**src/sv/vsa_pkg.sv**
```systemverilog
// ----------------------------------------------------------------------------
// vsa_pkg
// Shared types, constants and crc helper for the video transmitter commander
// ----------------------------------------------------------------------------
package vsa_pkg;

    // frame bytes
    localparam logic [7:0] FRAME_PAD   = 8'h00;
    localparam logic [7:0] FRAME_SYNC1 = 8'hAA;
    localparam logic [7:0] FRAME_SYNC2 = 8'h55;
    localparam logic [7:0] FRAME_LEN   = 8'h01;
    localparam logic [7:0] CMD_CHANNEL = 8'h07;
    localparam logic [7:0] CMD_POWER   = 8'h05;
    localparam logic [7:0] CRC_POLY    = 8'hD5;

    // byte positions within a frame
    localparam logic [2:0] POS_PAD   = 3'd0;
    localparam logic [2:0] POS_SYNC1 = 3'd1;
    localparam logic [2:0] POS_SYNC2 = 3'd2;
    localparam logic [2:0] POS_CMD   = 3'd3;
    localparam logic [2:0] POS_LEN   = 3'd4;
    localparam logic [2:0] POS_CODE  = 3'd5;
    localparam logic [2:0] POS_CRC   = 3'd6;

    // register indexes
    localparam logic [1:0] REG_BAND      = 2'd0;
    localparam logic [1:0] REG_CHANNEL   = 2'd1;
    localparam logic [1:0] REG_POWER     = 2'd2;
    localparam logic [1:0] REG_LOW_POWER = 2'd3;

    localparam int ADDR_W = 4;

    typedef struct packed {
        logic [3:0] band;
        logic [3:0] channel;
        logic [7:0] power_level;
        logic       low_power;
    } vsa_cfg_t;

    typedef struct packed {
        logic [7:0] cmd;
        logic [7:0] code;
        logic       active;
    } vsa_frame_t;

    // one byte of crc8 dvb-s2, msb first
    function automatic logic [7:0] crc_step(input logic [7:0] crc, input logic [7:0] data);
        logic [7:0] c;
        c = crc ^ data;
        for (int b = 0; b < 8; b++)
        begin
            if (c[7])
                c = {c[6:0], 1'b0} ^ CRC_POLY;
            else
                c = {c[6:0], 1'b0};
        end
        return c;
    endfunction

endpackage

```
**src/sv/vsa_front.sv**
```systemverilog
// ----------------------------------------------------------------------------
// vsa_front
// Takes timer ticks, runs the command sequencer and queues frame requests
// ----------------------------------------------------------------------------
module vsa_front
    import vsa_pkg::*;
(
    input  logic       clk,
    input  logic       rst_n,
    input  logic       tick_valid,
    output logic       tick_ready,
    input  logic       period_elapsed,
    input  logic       armed_now,
    input  vsa_cfg_t   cfg,
    input  logic       queue_full,
    output logic       push,
    output vsa_frame_t push_frame
);

    localparam logic [1:0] SEQ_INIT        = 2'd0;
    localparam logic [1:0] SEQ_SET_CHANNEL = 2'd1;
    localparam logic [1:0] SEQ_SET_POWER   = 2'd2;
    localparam logic [1:0] SEQ_IDLE        = 2'd3;

    logic [1:0] state_reg, state_next;
    logic       armed_seen_reg, armed_seen_next;
    logic       active_reg, active_next;
    logic       take;
    logic [4:0] band_m1;
    logic [7:0] chan_m1;
    logic [7:0] chan_code;
    logic [7:0] power_code;

    assign tick_ready = !queue_full;
    assign take       = tick_valid && tick_ready && period_elapsed;

    // codes wrap modulo 256
    assign band_m1    = {1'b0, cfg.band} - 5'd1;
    assign chan_m1    = {4'd0, cfg.channel} - 8'd1;
    assign chan_code  = {band_m1, 3'd0} + chan_m1;
    assign power_code = (!cfg.low_power || armed_now) ? (cfg.power_level - 8'd1) : 8'd0;

    always_comb
    begin
        state_next        = state_reg;
        armed_seen_next   = armed_seen_reg;
        active_next       = active_reg;
        push              = 1'b0;
        push_frame.cmd    = CMD_CHANNEL;
        push_frame.code   = chan_code;
        push_frame.active = active_reg;
        if (take)
        begin
            unique case (state_reg)
                SEQ_INIT:
                begin
                    state_next  = SEQ_SET_CHANNEL;
                    active_next = 1'b1;
                end
                SEQ_SET_CHANNEL:
                begin
                    state_next = SEQ_SET_POWER;
                    push       = 1'b1;
                end
                SEQ_SET_POWER:
                begin
                    state_next      = SEQ_IDLE;
                    push            = 1'b1;
                    push_frame.cmd  = CMD_POWER;
                    push_frame.code = power_code;
                end
                default:
                begin
                    if (armed_now != armed_seen_reg)
                    begin
                        armed_seen_next = !armed_seen_reg;
                        state_next      = SEQ_SET_POWER;
                    end
                end
            endcase
        end
    end

    always_ff @(posedge clk or negedge rst_n)
    begin
        if (!rst_n)
        begin
            state_reg      <= SEQ_INIT;
            armed_seen_reg <= 1'b0;
            active_reg     <= 1'b0;
        end
        else
        begin
            state_reg      <= state_next;
            armed_seen_reg <= armed_seen_next;
            active_reg     <= active_next;
        end
    end

endmodule

```
**src/sv/vsa_fifo.sv**
```systemverilog
// ----------------------------------------------------------------------------
// vsa_fifo
// Two-entry queue of frame requests between sequencer and byte sender
// ----------------------------------------------------------------------------
module vsa_fifo
    import vsa_pkg::*;
(
    input  logic       clk,
    input  logic       rst_n,
    input  logic       push,
    input  vsa_frame_t push_frame,
    output logic       full,
    output logic       head_valid,
    output vsa_frame_t head_frame,
    input  logic       pop
);

    vsa_frame_t entry_reg [2];
    logic       wr_ptr_reg, rd_ptr_reg;
    logic [1:0] count_reg, count_next;

    assign full       = (count_reg == 2'd2);
    assign head_valid = (count_reg != 2'd0);
    assign head_frame = entry_reg[rd_ptr_reg];

    always_comb
    begin
        count_next = count_reg;
        if (push && !pop)
            count_next = count_reg + 2'd1;
        else if (pop && !push)
            count_next = count_reg - 2'd1;
    end

    always_ff @(posedge clk or negedge rst_n)
    begin
        if (!rst_n)
        begin
            wr_ptr_reg <= 1'b0;
            rd_ptr_reg <= 1'b0;
            count_reg  <= 2'd0;
        end
        else
        begin
            if (push)
                wr_ptr_reg <= !wr_ptr_reg;
            if (pop)
                rd_ptr_reg <= !rd_ptr_reg;
            count_reg <= count_next;
        end
    end

    always_ff @(posedge clk)
    begin
        if (push)
            entry_reg[wr_ptr_reg] <= push_frame;
    end

endmodule

```
**src/sv/vsa_back.sv**
```systemverilog
// ----------------------------------------------------------------------------
// vsa_back
// Serialises queued frame requests into bytes with a running crc8
// ----------------------------------------------------------------------------
module vsa_back
    import vsa_pkg::*;
(
    input  logic       clk,
    input  logic       rst_n,
    input  logic       head_valid,
    input  vsa_frame_t head_frame,
    output logic       pop,
    output logic       byte_valid,
    input  logic       byte_ready,
    output logic [7:0] tx_byte,
    output logic       frame_last,
    output logic       vtx_active
);

    logic [2:0] pos_reg, pos_next;
    logic [7:0] crc_reg, crc_next;
    logic       valid_reg;
    logic [7:0] byte_reg;
    logic       last_reg;
    logic       active_reg;
    logic       load;
    logic [7:0] cur_byte;

    assign load = head_valid && (!valid_reg || byte_ready);
    assign pop  = load && (pos_reg == POS_CRC);

    always_comb
    begin
        unique case (pos_reg)
            POS_PAD:   cur_byte = FRAME_PAD;
            POS_SYNC1: cur_byte = FRAME_SYNC1;
            POS_SYNC2: cur_byte = FRAME_SYNC2;
            POS_CMD:   cur_byte = head_frame.cmd;
            POS_LEN:   cur_byte = FRAME_LEN;
            POS_CODE:  cur_byte = head_frame.code;
            default:   cur_byte = crc_reg;
        endcase
    end

    // pad byte is outside the crc, so it restarts the sum
    assign crc_next = (pos_reg == POS_PAD) ? 8'd0 : crc_step(crc_reg, cur_byte);
    assign pos_next = (pos_reg == POS_CRC) ? POS_PAD : pos_reg + 3'd1;

    always_ff @(posedge clk or negedge rst_n)
    begin
        if (!rst_n)
        begin
            pos_reg   <= POS_PAD;
            valid_reg <= 1'b0;
        end
        else
        begin
            if (load)
            begin
                pos_reg   <= pos_next;
                valid_reg <= 1'b1;
            end
            else if (byte_ready)
                valid_reg <= 1'b0;
        end
    end

    always_ff @(posedge clk)
    begin
        if (load)
        begin
            crc_reg    <= crc_next;
            byte_reg   <= cur_byte;
            last_reg   <= (pos_reg == POS_CRC);
            active_reg <= head_frame.active;
        end
    end

    assign byte_valid = valid_reg;
    assign tx_byte    = byte_reg;
    assign frame_last = last_reg;
    assign vtx_active = active_reg;

endmodule

```
**src/sv/vtx_smartaudio_commander.sv**
```systemverilog
// ----------------------------------------------------------------------------
// vtx_smartaudio_commander
// Control-frame generator for a serial video transmitter link
// ----------------------------------------------------------------------------
// Ticks come in on tick_valid/tick_ready with period_elapsed and armed_now.
// The first elapsed tick initialises and raises the active flag, the next
// sends a channel frame, the next a power frame; afterwards a change of the
// armed flag on an elapsed tick sends the power frame again on the next one.
// Each frame leaves on byte_valid/byte_ready as seven byte transfers:
// 00 AA 55 cmd 01 code crc, with frame_last on the crc byte.
// A tick is accepted whenever the two-entry frame queue has room; a frame
// request passes through the queue and then the sender's byte register.
// The byte sender moves one byte per cycle while a frame is queued and the
// receiver is ready, and the sender sets the sustained frame rate.
// When the receiver stalls, the shown byte holds and ticks are still taken
// until the queue is full. Reset empties the queue, returns the sequencer
// to initialisation and loads band 1, channel 1, power 1, low power off.
// Registers are written over the apb port at byte addresses 0, 4, 8, 12.
// ----------------------------------------------------------------------------
module vtx_smartaudio_commander
    import vsa_pkg::*;
(
    input  logic              clk,
    input  logic              rst_n,
    input  logic              psel,
    input  logic              penable,
    input  logic              pwrite,
    input  logic [ADDR_W-1:0] paddr,
    input  logic [31:0]       pwdata,
    output logic [31:0]       prdata,
    output logic              pready,
    input  logic              tick_valid,
    output logic              tick_ready,
    input  logic              period_elapsed,
    input  logic              armed_now,
    output logic              byte_valid,
    input  logic              byte_ready,
    output logic [7:0]        tx_byte,
    output logic              frame_last,
    output logic              vtx_active
);

    vsa_cfg_t   cfg_reg;
    logic       wr_en;
    logic [1:0] reg_idx;
    logic       queue_full;
    logic       push;
    vsa_frame_t push_frame;
    logic       head_valid;
    vsa_frame_t head_frame;
    logic       pop;

    assign pready  = 1'b1;
    assign wr_en   = psel && penable && pwrite;
    assign reg_idx = paddr[ADDR_W-1:2];

    always_ff @(posedge clk or negedge rst_n)
    begin
        if (!rst_n)
        begin
            cfg_reg.band        <= 4'd1;
            cfg_reg.channel     <= 4'd1;
            cfg_reg.power_level <= 8'd1;
            cfg_reg.low_power   <= 1'b0;
        end
        else if (wr_en)
        begin
            unique case (reg_idx)
                REG_BAND:    cfg_reg.band        <= pwdata[3:0];
                REG_CHANNEL: cfg_reg.channel     <= pwdata[3:0];
                REG_POWER:   cfg_reg.power_level <= pwdata[7:0];
                default:     cfg_reg.low_power   <= pwdata[0];
            endcase
        end
    end

    always_comb
    begin
        unique case (reg_idx)
            REG_BAND:    prdata = {28'd0, cfg_reg.band};
            REG_CHANNEL: prdata = {28'd0, cfg_reg.channel};
            REG_POWER:   prdata = {24'd0, cfg_reg.power_level};
            default:     prdata = {31'd0, cfg_reg.low_power};
        endcase
    end

    vsa_front u_front (
        .clk            (clk),
        .rst_n          (rst_n),
        .tick_valid     (tick_valid),
        .tick_ready     (tick_ready),
        .period_elapsed (period_elapsed),
        .armed_now      (armed_now),
        .cfg            (cfg_reg),
        .queue_full     (queue_full),
        .push           (push),
        .push_frame     (push_frame)
    );

    vsa_fifo u_fifo (
        .clk        (clk),
        .rst_n      (rst_n),
        .push       (push),
        .push_frame (push_frame),
        .full       (queue_full),
        .head_valid (head_valid),
        .head_frame (head_frame),
        .pop        (pop)
    );

    vsa_back u_back (
        .clk        (clk),
        .rst_n      (rst_n),
        .head_valid (head_valid),
        .head_frame (head_frame),
        .pop        (pop),
        .byte_valid (byte_valid),
        .byte_ready (byte_ready),
        .tx_byte    (tx_byte),
        .frame_last (frame_last),
        .vtx_active (vtx_active)
    );

endmodule

```
**config.mk**
```make
export PLATFORM = sky130hd
export DESIGN_NAME = vtx_smartaudio_commander
export DESIGN_NICKNAME = d
export VERILOG_FILES = /design/src/sv/vsa_pkg.sv /design/src/sv/vsa_front.sv /design/src/sv/vsa_fifo.sv /design/src/sv/vsa_back.sv /design/src/sv/vtx_smartaudio_commander.sv
export SDC_FILE = /design/constraint.sdc
export NUM_CORES = 1
export LEC_CHECK = 0
export BUFFER_PORTS_ARGS = -buffer_cell sky130_fd_sc_hd__buf_2
export CORE_AREA = 2 2 121 123
export CTS_CLUSTER_SIZE = 8
export DETAILED_ROUTE_END_ITERATION = 10
export DIE_AREA = 0 0 123 125
export PLACE_DENSITY = 0.56
export SLEW_MARGIN = 40
export SYNTH_ARGS = -nofsm -noshare
export SYNTH_HDL_FRONTEND = slang
export SYNTH_HIERARCHICAL = 1
export SYNTH_SLANG_ARGS = --single-unit
```
**constraint.sdc**
```tcl
create_clock -name clk -period 3.7 [get_ports clk]
set_clock_uncertainty 0.05 [all_clocks]
set_input_delay 0.185 -clock clk [delete_from_list [all_inputs] [get_ports clk]]
set_output_delay 0.185 -clock clk [all_outputs]
set_load 0.01 [all_outputs]
```
# After elaboration in Yosys (flattened, before gate mapping)
# Memory sizes are Yosys's and may differ from the RTL's.
# Cells that the tools add are included.
[word_totals]
ff_bits = 47
ram_bits = 34
input_bits = 45
out_inout_bits = 45
wordCells = 109
n_memories = 1
[memory_table]
columns = ["name", "words", "word_bits", "rd", "rd_ports_with_merged_regs", "wr", "line_no", "text"]
rows = [
  ["u_fifo.entry_reg", 2, 17, 1, 0, 1, "vsa_fifo.sv:18", "vsa_frame_t entry_reg [2];"],
]
[classes]
n_addsub = 7
n_eq_ne = 12
mux = 24
bitwise_logic = 12
n_reduce_logical = 36
[ops]
columns = ["operator", "count"]
rows = [
  ["$mux W8", 9],
  ["$pmux W8 S6", 1],
  ["$not A5 Y5", 8],
  ["$pmux W8 S3", 1],
  ["$mux W16", 1],
  ["$reduce_and A2 Y1", 6],
  ["$mux W10", 1],
  ["$sub A4 B1 Y5 const B", 2],
  ["$eq A3 B3 Y1 const B", 3],
  ["$add A8 B8 Y8", 1],
  ["$logic_and A1 B1 Y1", 8],
  ["$logic_not A1 Y1", 8],
  ["$sub A8 B1 Y8 const B", 1],
  ["$xor A8 B8 Y8", 1],
  ["$eq A2 B2 Y1 const B", 3],
  ["$eq A3 B2 Y1 const B", 2],
  ["$mux W1", 6],
  ["$mux W2", 3],
  ["$pmux W2 S3", 1],
  ["$reduce_bool A2 Y1", 3],
  ["$reduce_or A3 Y1", 2],
  ["$eq A2 B1 Y1 const B", 2],
  ["$logic_not A2 Y1", 2],
  ["$reduce_bool A4 Y1", 1],
  ["11 further kinds", 15],
]

# Depth between registers and ports, before layout
[depth]
word_depth = 19
depth_mapped = 12
ltp_nobuf = 10

# Modules after synthesis
# Netlist, hierarchy kept.
[by_module_without_submodules]
columns = ["module", "instances", "cells_per_inst", "area_each_um2", "seq_area_each_um2"]
rows = [
  ["vsa_back", 1, 166, 1544.0, 640.6],
  ["vsa_fifo", 1, 69, 1466.4, 1121.1],
  ["vtx_smartaudio_commander", 1, 85, 1019.7, 429.2],
  ["vsa_front", 1, 94, 770.7, 100.1],
]

# Worst setup path before layout
# Ideal clock, no wire load.
[synth_path]
path_kind = "register to register"
start = "register u_back.pos_reg[1]"
end = "register u_back.crc_reg[4], data pin"
setup_time_ps = 146
t_arrival_ps = 2853
required_time_ps = 3504
path_slack_ps = 651
stages_incl_launch_ff = 12
path_buffers = 2
synth_period_minus_slack_ps = 3049
cell_sequence = "dfrtp_1 -> buf_2 -> and2_1 -> ha_1 -> clkbuf_1 -> a222oi_1 -> xor2_1 -> mux2i_1 -> o21a_1 -> nor3_1 -> or3_1 -> a21oi_1"
[synth_between]
elab_chain_cells = 15
elab_cells_between_ends = 24
classes_between = "eq/ne (5); mux (9); bitwise (9); reduce/logical (1)"
[synth_rtl]
columns = ["element", "line_no", "text"]
rows = [
  ["start: declaration", "vsa_back.sv:20", "logic [2:0] pos_reg, pos_next;"],
  ["start signal: assignment", "vsa_back.sv:60", "pos_reg <= pos_next;"],
  ["$eq A3 B3 Y1 (tied with other cells)", "vsa_back.sv:34", "unique case (pos_reg)"],
  ["$pmux W8 S6", "vsa_back.sv:34", ""],
  ["$xor A8 B8 Y8", "vsa_pkg.sv:49", "c = crc ^ data;"],
  ["$mux W8 or $not A5 Y5 (tied branches)", "--", ""],
  ["$not A5 Y5 (no source line) or $mux W8 (tied branches)", "--", ""],
  ["$mux W8 or $not A5 Y5 (tied branches) (2 in a row)", "--", ""],
  ["$not A5 Y5 (no source line) or $mux W8 (tied branches)", "--", ""],
  ["$mux W8 or $not A5 Y5 (tied branches)", "--", ""],
  ["$not A5 Y5 (no source line) or $mux W8 (tied branches)", "--", ""],
  ["$mux W8 or $not A5 Y5 (tied branches) (3 in a row)", "--", ""],
  ["$not A5 Y5 (no source line) or $mux W8 (tied branches)", "--", ""],
  ["$mux W8", "vsa_pkg.sv:52", "if (c[7])"],
  ["end signal: assignment", "vsa_back.sv:72", "crc_reg <= crc_next;"],
  ["end: declaration", "vsa_back.sv:21", "logic [7:0] crc_reg, crc_next;"],
]
# Several ways; a longest one is shown, not always the timed one.
# A chain may end at the register's enable or synchronous reset.

# Final worst setup path
[layout_path]
start = "register u_back.pos_reg[2]"
end = "register u_back.crc_reg[6], data pin"
[layout_between]
elab_chain_cells = 15
elab_cells_between_ends = 24
classes_between = "eq/ne (5); mux (9); bitwise (9); reduce/logical (1)"
[layout_rtl]
columns = ["element", "line_no"]
rows = [
  ["$eq A3 B3 Y1 (tied with other cells)", "vsa_back.sv:34"],
  ["$pmux W8 S6", "vsa_back.sv:34"],
  ["$xor A8 B8 Y8", "vsa_pkg.sv:49"],
  ["$not A5 Y5 (no source line) or $mux W8 (tied branches)", "--"],
  ["$mux W8 or $not A5 Y5 (tied branches) (3 in a row)", "--"],
  ["$not A5 Y5 (no source line) or $mux W8 (tied branches)", "--"],
  ["$mux W8 or $not A5 Y5 (tied branches) (2 in a row)", "--"],
  ["$not A5 Y5 (no source line) or $mux W8 (tied branches)", "--"],
  ["$mux W8 or $not A5 Y5 (tied branches) (2 in a row)", "--"],
  ["$not A5 Y5 (no source line) or $mux W8 (tied branches)", "--"],
  ["$mux W8", "vsa_pkg.sv:52"],
]
# Several ways; a longest one is shown, not always the timed one.

==> metrics.cfg <==
[sta]
max_freq_ghz=0.3021
finalHoldWorstSlack_ns=0.02804
slew-limit-headroom=0.5427
period_minus_slack_ns=3.310
setup_violations=0
drv_slew=0
min_period_over_period=0.8947
worst-slew-pin-transition_ns=0.6859
timing.final.ws_setup_ns=0.3897
timing.final.hold_violations=0
final_layout_setup_total_negative_slack_ns=0
unrepaired_setup_endpoints_after_global_routing=no

[die]
core_region_area_um2=14200
ios=90
fp.dieW_um=123
die_area_um2=15380
std_cell_rows=44
floorplan.initialDensity=0.3380
die_height_um=125

[clocking]
htree_num_levels=3
clock_sink_count=81
clock_tree_buffer_depth=2
tritoncts.num_buffers=9
tritoncts=yes
cts-hold-fix-buffers=1
post_cts.repair.setup_buffers=0
cts_resized=0
worst_skew_pair.late_latency_ns=0.34
ctsRootBufferMaster=clkbuf_16
clkSlewWorstSetupHoldPaths_ns=0.06

[cells_and_area]
final_nets=518
insertedDiodeCount=0
max_reg_flops=34
area_growth_syn_to_layout_pct=12.80
drive_gt1_frac=0.2570

[global_route]
grt.overflow.total=0
antenna_found_initial=0
global_route_wire_length_before_repair_mm=14.48
first_global_vias=3087
grt_start_max_net_pins=30
gr-usage-all-layers=0.1193

[synth]
synth_edf_count=52
synth_cell_types=60
yosys_warn_count=6
synthCells=414
synth.yosys.seq_area_share=0.4772
synth_flop_cell=edfxtp_1
postSynthAreaPerCell_um2=11.60
mappedNetlistArea_um2=4801
ys_async_sr_fraction=0.3580
synth-seq-cells=81

[worst_setup_path]
timing_worst_setup_path_type=flip-flop to flip-flop
rrSetupSlack_ns=0.39
worst_r2r_start=u_back/pos_reg[2]$_DFFE_PN0P_
critical_path.endpoint_type=flip-flop
timing.critical_path.required_ns=3.83
worstReg2RegEnd=u_back/crc_reg[6]$_SDFFCE_PP0P_
r2r.worst_path.cells=11
cp_max_fo=12
arrival_ns=3.44
timing.critical_path.from_type=flip-flop

[min_path]
hold_path_depth=2
hp-start=pwdata[4]
hold_removal_path_class=input port to flip-flop
sink_of_the_worst_hold_path=cfg_reg[5]$_DFFE_PN0P_

[routing]
vias=3014
detail_route.drc_violations=0
dr_iter_0_viols=167
post_drt_via_cell_ratio=4.658
wl_mm=8.547
antenna_left=0
firstDrtPassIters=6
post_detailed_route_wirelength_per_cell_um=13.21

[placed_design]
hpwlAfterDp_mm=6.196
gpl.final_weighted_congestion=0.7908
place_worst_setup_slack_ns=0.3997
port-buffer-count=38

[power]
irDropWorstVdd_v=0.0004454
static_leakage_nw=2.275
power_per_standard_cell_area_nw_per_um2=1005

[run]
total_of_max_cap_violations=0

[run_status]
run_status=complete, no violations

==> through the flow <==
stage	area, um2	power (W)	instances	utilization
6_report	5415	0.005442	647	0.3813
5_1_grt	5415	0.005899	647	0.3813
4_1_cts	5409	0.005490	647	0.3808
3_5_place_dp	5069	0.004487	630	0.3569
3_3_place_gp	5064	0.004401	630	0.3565
2_1_floorplan	4906	0.003866	442	-
==> worst max-delay path by stage <==
stage / start / endpoint / slack, ns / cells after the start
CTS: u_back/pos_reg[2]$_DFFE_PN0P_ / u_back/crc_reg[6]$_SDFFCE_PP0P_ / 0.36 / 11
floorplan: u_back/pos_reg[1]$_DFFE_PN0P_ / u_back/crc_reg[4]$_SDFFCE_PP0P_ / 0.65 / 11
detailed placement: u_back/pos_reg[2]$_DFFE_PN0P_ / u_back/crc_reg[6]$_SDFFCE_PP0P_ / 0.40 / 11
finish: u_back/pos_reg[2]$_DFFE_PN0P_ / u_back/crc_reg[6]$_SDFFCE_PP0P_ / 0.39 / 11
global placement: u_back/pos_reg[2]$_DFFE_PN0P_ / u_back/crc_reg[2]$_SDFFCE_PP0P_ / 0.46 / 11
global route: u_back/pos_reg[2]$_DFFE_PN0P_ / u_back/crc_reg[6]$_SDFFCE_PP0P_ / 0.09 / 11
==> cells by family after synthesis <==
group | synth area share
flip-flops | 0.4772
multiplexers | 0.1095
XOR/XNOR | 0.06854
AO/OA/AOI/OAI | 0.08914
buffers and inverters | 0.08288
other | 0.003127
adder cells (fa/ha/maj) | 0.04066
AND/OR/NAND/NOR | 0.1290
==> worst max-delay path, cell delays in order (launching register included) <==
cell	delay [ns]
dfrtp_1	0.49
inv_1	0.14
ha_1	0.38
o21ai_1	0.21
a222oi_1	0.35
buf_4	0.22
xor2_1	0.25
xor2_1	0.13
o21ai_1	0.34
nand3_1	0.23
a21o_1	0.22
a21oi_1	0.15
==> power breakdown <==
part           switching (W)  total, W  leakage [nW]  internal [W]
clock               0.000348  0.000972         0.162      0.000625
combinational        0.00150   0.00283          1.29       0.00133
sequential          0.000206   0.00164         0.823       0.00144
==> metal layers <==
metal / global-route usage / up-vias / part of all wire
met5: 0 / - / 0
met4: 0.04278 / 0 / 0.016
met3: 0.03148 / 11 / 0.049
met2: 0.1999 / 72 / 0.49
met1: 0.1471 / 1441 / 0.45
li1: - / 1490 / -
==> layout make-up <==
class	count	area, um2
sequential	81	2291
tap	184	230.2
timing repair buffer	49	275.3
multi-input combinational	301	2228
clock inverter	5	77.57
clock buffer	11	252.7
inverter	16	60.06
fill	1387	8788
==> layout by cell type, fill, tap and decap left out, types with 10 or more instances in the layout <==
master / netlist / routed
dfrtp_1: 26 / 26
conb_1: 4 / 32
xor2_1: 18 / 18
mux2_2: 22 / 22
xnor2_1: 17 / 17
edfxtp_1: 52 / 52
buf_4: 35 / 10
ha_1: 14 / 14
nand2b_1: 10 / 10
a21oi_1: 10 / 10
mux2_4: 13 / 13
buf_2: 2 / 38
nor2_1: 24 / 24
inv_1: 16 / 15
nand2_1: 26 / 26
o21ai_0: 14 / 14
==> Yosys cell counts (10+ instances only) <==
cell type   n  area share
edfxtp_1   52        0.33
buf_4      35       0.055
dfrtp_1    26        0.14
nand2_1    26       0.020
nor2_1     24       0.019
mux2_2     22       0.052
xor2_1     18       0.033
xnor2_1    17       0.031
inv_1      16       0.013
ha_1       14       0.036
o21ai_0    14       0.015
mux2_4     13       0.041
a21oi_1    10       0.010
and2_1     10       0.013
nand2b_1   10       0.013
Note: power is estimated with default switching activity, not from simulation.
